### config.mk
export PLATFORM = sky130hd
export DESIGN_NAME = hsl_to_rgb_converter_flat
export DESIGN_NICKNAME = d
export VERILOG_FILES = /design/src/hw/rtl/hsl_pkg.sv /design/src/hw/rtl/hsl_req_if.sv /design/src/hw/rtl/hsl_rsp_if.sv /design/src/hw/rtl/hsl_chan.sv /design/src/hw/rtl/hsl_to_rgb_converter.sv /design/src/flat_wrapper.sv
export SDC_FILE = /design/constraint.sdc
export NUM_CORES = 2
export LEC_CHECK = 0
export ABC_AREA = 0
export BUFFER_PORTS_ARGS = -buffer_cell sky130_fd_sc_hd__buf_2
export CAP_MARGIN = 20
export CELL_PAD_IN_SITES_DETAIL_PLACEMENT = 1
export CELL_PAD_IN_SITES_GLOBAL_PLACEMENT = 1
export CORE_AREA = 2 2 354 356
export DETAILED_ROUTE_END_ITERATION = 6
export DIE_AREA = 0 0 356 358
export HOLD_SLACK_MARGIN = 0.12
export PLACE_DENSITY_LB_ADDON = 0.1
export SLEW_MARGIN = 20
export SYNTH_ARGS = -nofsm -noshare
export SYNTH_HDL_FRONTEND = slang
export SYNTH_SLANG_ARGS = --single-unit
### constraint.sdc
create_clock -name clock -period 14 [get_ports clock]
set_input_delay 0.7 -clock clock [delete_from_list [all_inputs] [get_ports clock]]
set_output_delay 0.7 -clock clock [all_outputs]
set_load 0.1 [all_outputs]
### src/hw/rtl/hsl_pkg.sv
`timescale 1ns / 1ps
// ----------------------------------------------------------------------------
// hsl pixel conversion package
// shared widths, hue constants, the hue ramp weight function and the
// stage enable bundle of the conversion pipeline
// ----------------------------------------------------------------------------
package hsl_pkg;

   // field widths
   localparam int HUE_W       = 12;
   localparam int FRAC_IN_W   = 13;
   localparam int CHAN_W      = 8;

   // default fraction scale, 2^12 means 1.0
   localparam int FRAC_BITS_DEFAULT = 12;

   // hue ramp weight, 0..600
   localparam int T_W = 10;

   // quotient before the final divide by five
   localparam int Q_W = 11;

   // floor(q / 5) as (q * DIV5_MUL) >> DIV5_SHIFT, exact for q below 2^18
   localparam int DIV5_W     = 16;
   localparam int DIV5_SHIFT = 18;
   localparam logic [DIV5_W-1:0] DIV5_MUL = 16'd52429;

   // hue in tenths of a degree
   localparam logic [HUE_W-1:0] HUE_FULL  = 12'd3600;
   localparam logic [HUE_W-1:0] HUE_THIRD = 12'd1200;
   localparam logic [HUE_W-1:0] HUE_TWO_THIRDS = 12'd2400;
   localparam logic [HUE_W-1:0] HUE_SIXTH = 12'd600;
   localparam logic [HUE_W-1:0] HUE_HALF  = 12'd1800;

   localparam logic [CHAN_W-1:0] CHAN_MAX = 8'd255;

   // pipeline depth
   localparam int STAGES = 7;

   // advance strobes of the per-channel stages
   typedef struct packed {
      logic s4;
      logic s5;
      logic s6;
      logic s7;
   } stage_en_type;

   // weight of (m2 - m1) in the ramp: result = 600*m1 + span*t
   function automatic logic [T_W-1:0] hue_ramp_t(input logic [HUE_W-1:0] h);
      logic [HUE_W-1:0] fall;
      logic [T_W-1:0]   t;
      fall = HUE_TWO_THIRDS - h;
      if (h < HUE_SIXTH) begin
         t = h[T_W-1:0];
      end else if (h < HUE_HALF) begin
         t = HUE_SIXTH[T_W-1:0];
      end else if (h < HUE_TWO_THIRDS) begin
         t = fall[T_W-1:0];
      end else begin
         t = '0;
      end
      return t;
   endfunction

endpackage

### src/hw/rtl/hsl_req_if.sv
`timescale 1ns / 1ps
// ----------------------------------------------------------------------------
// hsl request channel
// valid/ready channel carrying one hsl color plus opacity
// ----------------------------------------------------------------------------
interface hsl_req_if;
   import hsl_pkg::*;

   logic                 valid;
   logic                 ready;
   logic [HUE_W-1:0]     hue_tenths;
   logic [FRAC_IN_W-1:0] saturation;
   logic [FRAC_IN_W-1:0] lightness;
   logic [FRAC_IN_W-1:0] opacity;

   modport source (
      output valid, hue_tenths, saturation, lightness, opacity,
      input  ready
   );

   modport sink (
      input  valid, hue_tenths, saturation, lightness, opacity,
      output ready
   );

endinterface

### src/hw/rtl/hsl_rsp_if.sv
`timescale 1ns / 1ps
// ----------------------------------------------------------------------------
// rgba response channel
// valid/ready channel carrying the four color bytes
// ----------------------------------------------------------------------------
interface hsl_rsp_if;
   import hsl_pkg::*;

   logic              valid;
   logic              ready;
   logic [CHAN_W-1:0] red;
   logic [CHAN_W-1:0] green;
   logic [CHAN_W-1:0] blue;
   logic [CHAN_W-1:0] alpha_byte;

   modport source (
      output valid, red, green, blue, alpha_byte,
      input  ready
   );

   modport sink (
      input  valid, red, green, blue, alpha_byte,
      output ready
   );

endinterface

### src/hw/rtl/hsl_chan.sv
`timescale 1ns / 1ps
// ----------------------------------------------------------------------------
// hsl color channel back end
// ramp value 600*m1 + span*t, scale by 255/(600*one^2), round and clamp,
// over stages four to seven
// ----------------------------------------------------------------------------
module hsl_chan #(
   parameter int FRAC_BITS = hsl_pkg::FRAC_BITS_DEFAULT
) (
   input  logic                            clock,
   input  hsl_pkg::stage_en_type           stage_en,
   input  logic [2*FRAC_BITS:0]            m1,
   input  logic [2*FRAC_BITS:0]            span,
   input  logic [hsl_pkg::T_W-1:0]         ramp_t,
   output logic [hsl_pkg::CHAN_W-1:0]      chan_val
);
   import hsl_pkg::*;

   localparam int SW = 2 * FRAC_BITS + 1;          // m1, span
   localparam int PW = SW + T_W;                   // raw products
   localparam int NW = 2 * FRAC_BITS + 10;         // ramp numerator
   localparam int XW = 2 * FRAC_BITS + 14;         // rounded, scaled
   localparam int QSH = 2 * FRAC_BITS + 3;
   localparam int DW = Q_W + DIV5_W;
   // half of 5 * 2^(2F+3), the rounding offset
   localparam logic [XW-1:0] ROUND_OFS = XW'(5) << (2 * FRAC_BITS + 2);

   logic [PW-1:0]     base_full;
   logic [PW-1:0]     prod_full;
   logic [NW-1:0]     base_in,  base_ff;
   logic [NW-1:0]     prod_in,  prod_ff;
   logic [NW-1:0]     num_in,   num_ff;
   logic [XW-1:0]     scaled;
   logic [Q_W-1:0]    quot_in,  quot_ff;
   logic [DW-1:0]     div_full;
   logic [DW-DIV5_SHIFT-1:0] div_q;
   logic [CHAN_W-1:0] chan_in,  chan_ff;

   // stage 4: the two products
   assign base_full = PW'(m1) * PW'(HUE_SIXTH);
   assign prod_full = PW'(span) * PW'(ramp_t);
   assign base_in   = base_full[NW-1:0];
   assign prod_in   = prod_full[NW-1:0];

   // stage 5: ramp numerator
   assign num_in = base_ff + prod_ff;

   // stage 6: 17*n + offset, then drop 2F+3 bits
   assign scaled  = (XW'(num_ff) << 4) + XW'(num_ff) + ROUND_OFS;
   assign quot_in = scaled[XW-1:QSH];

   // stage 7: divide by five and clamp
   assign div_full = DW'(quot_ff) * DW'(DIV5_MUL);
   assign div_q    = div_full[DW-1:DIV5_SHIFT];
   assign chan_in  = (div_q > (DW-DIV5_SHIFT)'(CHAN_MAX)) ? CHAN_MAX : div_q[CHAN_W-1:0];

   always_ff @(posedge clock) begin
      if (stage_en.s4) begin
         base_ff <= base_in;
         prod_ff <= prod_in;
      end
      if (stage_en.s5) begin
         num_ff <= num_in;
      end
      if (stage_en.s6) begin
         quot_ff <= quot_in;
      end
      if (stage_en.s7) begin
         chan_ff <= chan_in;
      end
   end

   assign chan_val = chan_ff;

endmodule

### src/hw/rtl/hsl_to_rgb_converter.sv
`timescale 1ns / 1ps
// a request reaches the response channel through seven register stages
// throughput: one request per cycle while the response sink is ready, set by the seven-stage pipeline
// a stalled sink backs the pipeline up stage by stage; bubbles are squeezed out
// the widest step is the span x ramp weight multiply in stage four
// reset (synchronous) clears the stage valid bits only; data registers keep their value
// ----------------------------------------------------------------------------
// hsl to rgb converter
// css hsl() color to rgba bytes: clamp and hue wrap, m1/m2 build, three hue
// ramps, scale by 255 with rounding, opacity scaled and truncated
// ----------------------------------------------------------------------------
module hsl_to_rgb_converter #(
   parameter int FRAC_BITS = hsl_pkg::FRAC_BITS_DEFAULT
) (
   input  logic       clock,
   input  logic       reset,
   hsl_req_if.sink    req_bus,
   hsl_rsp_if.source  rsp_bus
);
   import hsl_pkg::*;

   // fraction widths
   localparam int FW = FRAC_BITS + 1;                         // 0..one
   localparam int CW = (FW > FRAC_IN_W) ? FW : FRAC_IN_W;     // clamp compare
   localparam int MW = 2 * FRAC_BITS + 2;                     // m build
   localparam int SW = 2 * FRAC_BITS + 1;                     // m1, span
   localparam int AW = FW + CHAN_W;                           // opacity * 255
   localparam logic [CW-1:0] ONE_C = CW'(1) << FRAC_BITS;

   // saturate a request fraction at one
   function automatic logic [FW-1:0] clamp_frac(input logic [FRAC_IN_W-1:0] v);
      logic [CW-1:0] ext;
      logic [CW-1:0] sat;
      ext = CW'(v);
      sat = (ext > ONE_C) ? ONE_C : ext;
      return sat[FW-1:0];
   endfunction

   // ------------------------------------------------------------------
   // valid bits and per-stage advance
   // a stage takes new data when it is empty or the next stage advances
   // ------------------------------------------------------------------
   logic [STAGES:1]   v_ff, v_in;
   logic [STAGES+1:1] en;
   stage_en_type      chan_en;

   always_comb begin
      en[STAGES+1] = rsp_bus.ready;
      for (int k = STAGES; k >= 1; k--) begin
         en[k] = ~v_ff[k] | en[k+1];
      end
      v_in[1] = req_bus.valid;
      for (int k = 2; k <= STAGES; k++) begin
         v_in[k] = v_ff[k-1];
      end
   end

   always_ff @(posedge clock) begin
      if (reset) begin
         v_ff <= '0;
      end else begin
         for (int k = 1; k <= STAGES; k++) begin
            if (en[k]) begin
               v_ff[k] <= v_in[k];
            end
         end
      end
   end

   assign req_bus.ready = en[1];

   assign chan_en.s4 = en[4];
   assign chan_en.s5 = en[5];
   assign chan_en.s6 = en[6];
   assign chan_en.s7 = en[7];

   // ------------------------------------------------------------------
   // stage 1: saturate fractions, wrap hue into 0..3599
   // ------------------------------------------------------------------
   logic [HUE_W-1:0] hue_in, hue_ff;
   logic [FW-1:0]    sat_in, sat_ff;
   logic [FW-1:0]    lit_in, lit_ff;
   logic [FW-1:0]    opa_in, opa_ff;

   assign hue_in = (req_bus.hue_tenths >= HUE_FULL) ? (req_bus.hue_tenths - HUE_FULL)
                                                    : req_bus.hue_tenths;
   assign sat_in = clamp_frac(req_bus.saturation);
   assign lit_in = clamp_frac(req_bus.lightness);
   assign opa_in = clamp_frac(req_bus.opacity);

   always_ff @(posedge clock) begin
      if (en[1]) begin
         hue_ff <= hue_in;
         sat_ff <= sat_in;
         lit_ff <= lit_in;
         opa_ff <= opa_in;
      end
   end

   // ------------------------------------------------------------------
   // stage 2: l*s product, hue offsets and ramp weights, opacity byte
   // ------------------------------------------------------------------
   logic [HUE_W:0]     hr_sum;
   logic [HUE_W-1:0]   hue_r, hue_b;
   logic [2*FW-1:0]    ls_in, ls_ff;
   logic [FW-1:0]      lit2_ff, sat2_ff;
   logic               low_in, low_ff;
   logic [T_W-1:0]     tr_in, tr2_ff, tg_in, tg2_ff, tb_in, tb2_ff;
   logic [AW-1:0]      opa_scaled;
   logic [CHAN_W-1:0]  alpha_in;
   logic [CHAN_W-1:0]  alpha_ff [2:STAGES];

   // red leads by a third, blue trails by a third, both wrapped
   assign hr_sum = {1'b0, hue_ff} + {1'b0, HUE_THIRD};
   assign hue_r  = (hr_sum >= {1'b0, HUE_FULL}) ? HUE_W'(hr_sum - {1'b0, HUE_FULL})
                                                : hr_sum[HUE_W-1:0];
   assign hue_b  = (hue_ff >= HUE_THIRD) ? (hue_ff - HUE_THIRD) : (hue_ff + HUE_TWO_THIRDS);

   assign tr_in  = hue_ramp_t(hue_r);
   assign tg_in  = hue_ramp_t(hue_ff);
   assign tb_in  = hue_ramp_t(hue_b);

   assign ls_in  = (2*FW)'(lit_ff) * (2*FW)'(sat_ff);
   // lightness at or below one half
   assign low_in = ((FW+1)'(lit_ff) << 1) <= ((FW+1)'(1) << FRAC_BITS);

   assign opa_scaled = (AW'(opa_ff) << CHAN_W) - AW'(opa_ff);
   assign alpha_in   = opa_scaled[FRAC_BITS+CHAN_W-1:FRAC_BITS];

   always_ff @(posedge clock) begin
      if (en[2]) begin
         ls_ff       <= ls_in;
         lit2_ff     <= lit_ff;
         sat2_ff     <= sat_ff;
         low_ff      <= low_in;
         tr2_ff      <= tr_in;
         tg2_ff      <= tg_in;
         tb2_ff      <= tb_in;
      end
   end

   // ------------------------------------------------------------------
   // stage 3: m2, m1 and span = m2 - m1, all at scale one^2
   // ------------------------------------------------------------------
   logic [MW-1:0]  m2_w, two_l_one, m1_w, span_w;
   logic [SW-1:0]  m1_ff, span_ff;
   logic [T_W-1:0] tr3_ff, tg3_ff, tb3_ff;

   assign two_l_one = MW'(lit2_ff) << (FRAC_BITS + 1);
   assign m2_w = low_ff ? (MW'(ls_ff) + (MW'(lit2_ff) << FRAC_BITS))
                        : ((MW'(lit2_ff) + MW'(sat2_ff)) << FRAC_BITS) - MW'(ls_ff);
   assign m1_w   = two_l_one - m2_w;
   assign span_w = m2_w - m1_w;

   always_ff @(posedge clock) begin
      if (en[3]) begin
         m1_ff       <= m1_w[SW-1:0];
         span_ff     <= span_w[SW-1:0];
         tr3_ff      <= tr2_ff;
         tg3_ff      <= tg2_ff;
         tb3_ff      <= tb2_ff;
      end
   end

   // opacity byte rides along from stage 2 with the rest of the pipeline
   always_ff @(posedge clock) begin
      if (en[2]) begin
         alpha_ff[2] <= alpha_in;
      end
      for (int k = 3; k <= STAGES; k++) begin
         if (en[k]) begin
            alpha_ff[k] <= alpha_ff[k-1];
         end
      end
   end

   // ------------------------------------------------------------------
   // stages 4..7: one ramp / scale / round unit per color
   // ------------------------------------------------------------------
   logic [CHAN_W-1:0] red_w, green_w, blue_w;

   hsl_chan #(.FRAC_BITS(FRAC_BITS)) u_chan_red (
      .clock    (clock),
      .stage_en (chan_en),
      .m1       (m1_ff),
      .span     (span_ff),
      .ramp_t   (tr3_ff),
      .chan_val (red_w)
   );

   hsl_chan #(.FRAC_BITS(FRAC_BITS)) u_chan_green (
      .clock    (clock),
      .stage_en (chan_en),
      .m1       (m1_ff),
      .span     (span_ff),
      .ramp_t   (tg3_ff),
      .chan_val (green_w)
   );

   hsl_chan #(.FRAC_BITS(FRAC_BITS)) u_chan_blue (
      .clock    (clock),
      .stage_en (chan_en),
      .m1       (m1_ff),
      .span     (span_ff),
      .ramp_t   (tb3_ff),
      .chan_val (blue_w)
   );

   // response side, stage 7 registers drive the channel directly
   assign rsp_bus.valid      = v_ff[STAGES];
   assign rsp_bus.red        = red_w;
   assign rsp_bus.green      = green_w;
   assign rsp_bus.blue       = blue_w;
   assign rsp_bus.alpha_byte = alpha_ff[STAGES];

endmodule

### src/flat_wrapper.sv
// flat-port wrapper written by rule: the top's interface ports become plain ports
module hsl_to_rgb_converter_flat import hsl_pkg::*;
#(
   parameter int FRAC_BITS = hsl_pkg::FRAC_BITS_DEFAULT
)
  (clock, reset, req_bus_valid, req_bus_hue_tenths, req_bus_saturation, req_bus_lightness, req_bus_opacity, req_bus_ready, rsp_bus_valid, rsp_bus_red, rsp_bus_green, rsp_bus_blue, rsp_bus_alpha_byte, rsp_bus_ready);
  hsl_req_if req_bus_i ();
  hsl_rsp_if rsp_bus_i ();
  input  logic clock;
  input  logic reset;
  input wire logic [$bits(req_bus_i.valid)-1:0] req_bus_valid;
  input wire logic [$bits(req_bus_i.hue_tenths)-1:0] req_bus_hue_tenths;
  input wire logic [$bits(req_bus_i.saturation)-1:0] req_bus_saturation;
  input wire logic [$bits(req_bus_i.lightness)-1:0] req_bus_lightness;
  input wire logic [$bits(req_bus_i.opacity)-1:0] req_bus_opacity;
  output wire logic [$bits(req_bus_i.ready)-1:0] req_bus_ready;
  output wire logic [$bits(rsp_bus_i.valid)-1:0] rsp_bus_valid;
  output wire logic [$bits(rsp_bus_i.red)-1:0] rsp_bus_red;
  output wire logic [$bits(rsp_bus_i.green)-1:0] rsp_bus_green;
  output wire logic [$bits(rsp_bus_i.blue)-1:0] rsp_bus_blue;
  output wire logic [$bits(rsp_bus_i.alpha_byte)-1:0] rsp_bus_alpha_byte;
  input wire logic [$bits(rsp_bus_i.ready)-1:0] rsp_bus_ready;
  assign req_bus_i.valid = req_bus_valid;
  assign req_bus_i.hue_tenths = req_bus_hue_tenths;
  assign req_bus_i.saturation = req_bus_saturation;
  assign req_bus_i.lightness = req_bus_lightness;
  assign req_bus_i.opacity = req_bus_opacity;
  assign req_bus_ready = req_bus_i.ready;
  assign rsp_bus_valid = rsp_bus_i.valid;
  assign rsp_bus_red = rsp_bus_i.red;
  assign rsp_bus_green = rsp_bus_i.green;
  assign rsp_bus_blue = rsp_bus_i.blue;
  assign rsp_bus_alpha_byte = rsp_bus_i.alpha_byte;
  assign rsp_bus_i.ready = rsp_bus_ready;
  hsl_to_rgb_converter #(.FRAC_BITS(FRAC_BITS)) u_core (.clock(clock), .reset(reset), .req_bus(req_bus_i), .rsp_bus(rsp_bus_i));
endmodule
Yosys cells after proc, flatten, opt, wreduce, memory -nomap -nowiden --
Memories as Yosys holds them, arrays and structs flattened. Cells that the tools add are included.
Operators by class: $add $sub $neg 23, $mul 8, magnitude comparators 19, multiplexer cells 25, bitwise operators 14
Operator list (number):
- adder 38 x 29 -> 38 bit (second input constant) | 3
- adder 38 x 34 -> 38 bit | 3
- adder 34 bit | 3
- multiplier 25 x 10 -> 34 bit | 3
- 2-to-1 mux 10 bit | 9
- multiplier 11 x 16 -> 27 bit (second input constant) | 3
- subtractor 25 bit | 3
- > comparator 13 bit (second input constant) | 3
- < comparator 12 x 10 -> 1 bit (second input constant) | 3
- < comparator 12 x 11 -> 1 bit (second input constant) | 3
- < comparator 12 bit (second input constant) | 3
- 2-to-1 mux 12 bit | 3
- multiplier 25 x 7 -> 31 bit (second input constant) | 1
- subtractor 9 x 10 -> 10 bit (first input constant) | 3
- > comparator 9 x 8 -> 1 bit (second input constant) | 3
- adder 25 bit | 1
- multiplier 13 x 13 -> 25 bit | 1
- 2-to-1 mux 25 bit | 1
- subtractor 12 bit (second input constant) | 2
- subtractor 20 x 13 -> 20 bit | 1
- <= comparator 14 x 13 -> 1 bit (second input constant) | 1
- adder 12 x 11 -> 13 bit (second input constant) | 1
- adder 13 bit | 1
- >= comparator 13 x 12 -> 1 bit (second input constant) | 1
- 7 further kinds | 30
Word-level totals: register bits after elaboration 512, memory bits (writable) 48, input port bits 55, output and inout port bits 34, logic and storage cells 126, memories 1
Memories:
- u_core.alpha_ff | depth 6, width 8, rd ports 6, clocked after memory_dff 0, wr ports 6, RTL line hsl_to_rgb_converter.sv:111 | logic [CHAN_W-1:0] alpha_ff [2:STAGES];

Depth between registers and ports, before layout --
depth after elaboration 9, mapped depth 32, mapped depth without buffers 32

Hierarchy --
From an unflattened synthesis, not the netlist that was laid out.
Unflattened totals: cells, all modules 7959, area, all modules 78874.4 µm²
Modules (own cells, without submodules):
- hsl_to_rgb_converter | instances 1, cells an instance 1857, area an instance 19869.1 µm²
- hsl_chan at u_core.u_chan_red | instances 1, cells an instance 2042, area an instance 19790.2 µm²
- hsl_chan at u_core.u_chan_blue | instances 1, cells an instance 2033, area an instance 19646.3 µm²
- hsl_chan at u_core.u_chan_green | instances 1, cells an instance 2027, area an instance 19568.8 µm²

Least setup slack after synthesis --
OpenSTA, ideal clock, no wires.
path kind register to register, start reg u_core.tb3_ff[1], end reg u_core.u_chan_blue.prod_ff[32] (data pin), arrival time 6106 ps, required time 13734 ps, slack 7628 ps, stages on the path, launching flop included 25, path buffers 1, period minus slack after synthesis 6372 ps, cells stage by stage edfxtp_1 > clkbuf_1 > nand2_1 > fa_1 > inv_1 > fa_1 > inv_1 > fa_1 > inv_1 > fa_1 > fa_1 > ha_1 > a21oi_1 > o21bai_1 > a21oi_1 > o21ai_0 > a21oi_1 > nor3b_1 > o41ai_1 > o21ai_0 > o41ai_1 > o211ai_1 > nor4_1 > nor3_1 > xor2_1
Between the ends: cells in the longest elaborated chain, start to end 1
RTL lines:
- from (decl) | RTL line hsl_to_rgb_converter.sv:147 | logic [T_W-1:0] tr3_ff, tg3_ff, tb3_ff;
- from (signal assigned) | RTL line hsl_to_rgb_converter.sv:161 | tb3_ff <= tb2_ff;
- multiplier 25 x 10 -> 34 bit | RTL line hsl_chan.sv:41 | assign prod_full = PW'(span) * PW'(ramp_t);
- via u_core.u_chan_blue.prod_full[32] | RTL line hsl_chan.sv:29 | logic [PW-1:0] prod_full;
- to (signal assigned) | RTL line hsl_chan.sv:60 | prod_ff <= prod_in;
- to (decl) | RTL line hsl_chan.sv:31 | logic [NW-1:0] prod_in, prod_ff;
The timed path passes the listed nets, and every way through them passes these cells. A chain may end at the register's enable or synchronous reset.

Final worst setup path --
Same ends and word-level chain as after synthesis.

==> run metrics <==
status=finished, final reports clean; drt drc=0; period utilization=0.534; Avg Synthesized Cell Area=10.1 µm²; Worst Hold Class=in -> reg; share of post-route cells with drive strength above 1=0.0488; TritonCTS Sinks=553; Final GP Congestion=0.867; CTS Buf Count=72; count of final setup violators=0; #FFs+latches synth=553; Max Clock Skew=0.0501 ns; WL per Instance=21.1 µm; Inserted Diodes=0; setup repair bufs after CTS=0; Skew-Pair Late Insertion Delay=0.70 ns; most instantiated library cell after synthesis=inv_1; Ys Warns=0; final core utilization=0.587; depth of the CTS H-tree=3; Placed Cells=8,280; top-area cell type share of the netlist area=0.243; Area contributors post-synth=edfxtp_1, fa_1, ha_1; CTS clock-pin slew for the worst setup and hold paths=0.06 ns; top_reg_cell synth=edfxtp_1; # IOs=89; core area=123,000 µm²; initial antenna violation count=7; die outline area=127,000 µm²; post-synth cell types=96; fill count=13,500; crit end category=register; CTS root buffer=clkbuf_16; Pins Over Slew Limit=0; RSZ-0062 raised after global routing=false; IO buf count=88; first-pass GRT wire length=286 mm; HPWL Detailed=141 mm; post-synthesis sequential area ratio=0.245; minimum clock period=7.48 ns; Detail Route Antenna Nets=0; First DRT Iteration DRCs=2,442; final WL=177 mm; die height=358 µm; Max Fclk=134 MHz; CTS max path bufs=3; Starting Density=0.548; Mapped Cells=6,690; number of global-route vias before repair=53,300; max-cap viol count=0; setup_tns=0 ns; total grt overflow=0; Data required, critical path=14.43 ns; Layout area overhead=7.10%; critical path arrival=7.91 ns; Synth area leader=edfxtp_1; nets=8,495; critical path peak fanout=24; Least-Margin Pin Slew=1.11 ns; Async SR Flop Fraction=0; Hold-fix buffers, CTS=0; CP startpoint kind=register; via count=47,700; Syn Std Cell Area=67,600 µm²; pin count of the biggest net entering global routing=81; drt pass-1 iters=5; Min Hold Slack=0.204 ns; CTS tree=yes; Crit Path Category=reg -> reg; Final Hold Viols=0; Vias/cell=5.67; row count=129; Max-slew headroom=0.262; # resized after CTS=0; Total Routing Usage GR=0.285; synth cell count leaders=inv_1, ha_1, fa_1; die width=356 µm; Post-synth EDFFs=546; Non-Filler Instances=8,413
## cell families after synthesis
logic type / share of synthesized area
AOI/OAI and AO/OA: 0.0912
muxes: 0.00265
xor gates and xnor gates: 0.0502
adders and majority gates: 0.410
DFF: 0.245
other: 0.000111
buffers and inverters: 0.0714
and+or+nand+nor: 0.130
## layout make-up
cell class / instances / area [µm²] / area share
inverter: 1081 / 4060 / 0.0561
clock inverter: 54 / 747 / 0.0103
multi-input combinational: 4870 / 46300 / 0.640
clock buffer: 79 / 1850 / 0.0255
tap: 1637 / 2050 / 0.0283
sequential: 553 / 16500 / 0.228
timing repair buffer: 139 / 827 / 0.0114
## routing by layer
layer / routed length [µm] / part of all wire / global-route usage
met1: 74500 / 0.42 / 0.360
met2: 89000 / 0.50 / 0.508
met3: 7680 / 0.043 / 0.0369
met5: 24 / 0.00014 / 0
met4: 5890 / 0.033 / 0.0908
## worst paths after layout
| path | startpoint | endpoint | slack [ns] | cells past startpoint |
|---|---|---|---|---|
| setup / recovery | u_core.tb3_ff[1]$_DFFE_PP_ | u_core.u_chan_blue.prod_ff[32]$_DFFE_PP_ | 6.52 | 23 |
| hold / removal | req_bus_hue_tenths[3] | u_core.hue_ff[3]$_DFFE_PP_ | 0.20 | 1 |
| setup reg to reg | u_core.tb3_ff[1]$_DFFE_PP_ | u_core.u_chan_blue.prod_ff[32]$_DFFE_PP_ | 6.52 | 23 |
| hold reg to reg | u_core.alpha_ff[5][6]$_DFFE_PP_ | u_core.alpha_ff[6][6]$_DFFE_PP_ | 0.41 | 0 |
## worst max-delay path: stages (launching register included)
cell	delay [ns]
edfxtp_1	0.94
nand2_1	0.18
fa_1	0.57
inv_1	0.06
fa_1	0.51
inv_1	0.06
fa_1	0.53
inv_1	0.05
fa_1	0.49
fa_1	0.42
ha_1	0.36
a21oi_1	0.23
o21bai_1	0.09
a21oi_1	0.21
o21ai_0	0.12
a21oi_1	0.29
nor3b_1	0.12
o41ai_1	0.63
o21ai_0	0.31
o41ai_1	0.46
o211ai_1	0.19
nor4_1	0.19
nor3_1	0.10
xor2_1	0.14
## metrics by stage
| stage | instance area [µm²] | worst slack [ns] |
|---|---|---|
| global placement | 69800 | 6.76 |
| detailed placement | 69800 | 6.46 |
| finish | 72400 | 6.52 |
| global route | 72400 | 5.92 |
| floorplan | 67700 | 7.63 |
| CTS | 72400 | 6.50 |
## sequential cells by signal, summed over array words and instances, names as in the netlist, 31 cells and up
register                     count
u_core.alpha_ff                 48
u_core.u_chan_blue.num_ff       33
u_core.u_chan_red.num_ff        33
u_core.u_chan_red.prod_ff       33
u_core.u_chan_red.base_ff       31
u_core.u_chan_green.num_ff      33
u_core.u_chan_blue.prod_ff      33
u_core.u_chan_green.prod_ff     33
## cell usage in the layout (no fill, tap or decap), types with 16 or more instances in the layout
master | netlist | routed
and3_1 | 26 | 26
nor4_1 | 23 | 23
buf_4 | 0 | 50
clkbuf_16 | 0 | 72
a21boi_0 | 21 | 21
a211oi_1 | 26 | 25
o21ai_1 | 16 | 16
nor2b_1 | 83 | 83
o21ai_0 | 154 | 154
a21o_1 | 140 | 140
a31oi_1 | 32 | 32
nand4_1 | 29 | 29
nor2_1 | 242 | 242
xor2_1 | 106 | 106
edfxtp_1 | 546 | 546
nand2_1 | 654 | 652
a21oi_1 | 293 | 293
o21bai_1 | 45 | 45
nor3_1 | 86 | 86
or3_1 | 25 | 25
and2_1 | 417 | 417
xnor2_1 | 272 | 272
o211ai_1 | 17 | 17
conb_1 | 2 | 17
nand3_1 | 83 | 82
buf_2 | 10 | 88
or2_2 | 23 | 23
o21a_1 | 57 | 57
fa_1 | 813 | 813
inv_1 | 1077 | 1075
nand2b_1 | 45 | 45
ha_1 | 910 | 910
o31ai_1 | 16 | 16
Power is not shown: default switching activity piles up to over one toggle a cycle in this logic, so the estimate is an artifact.
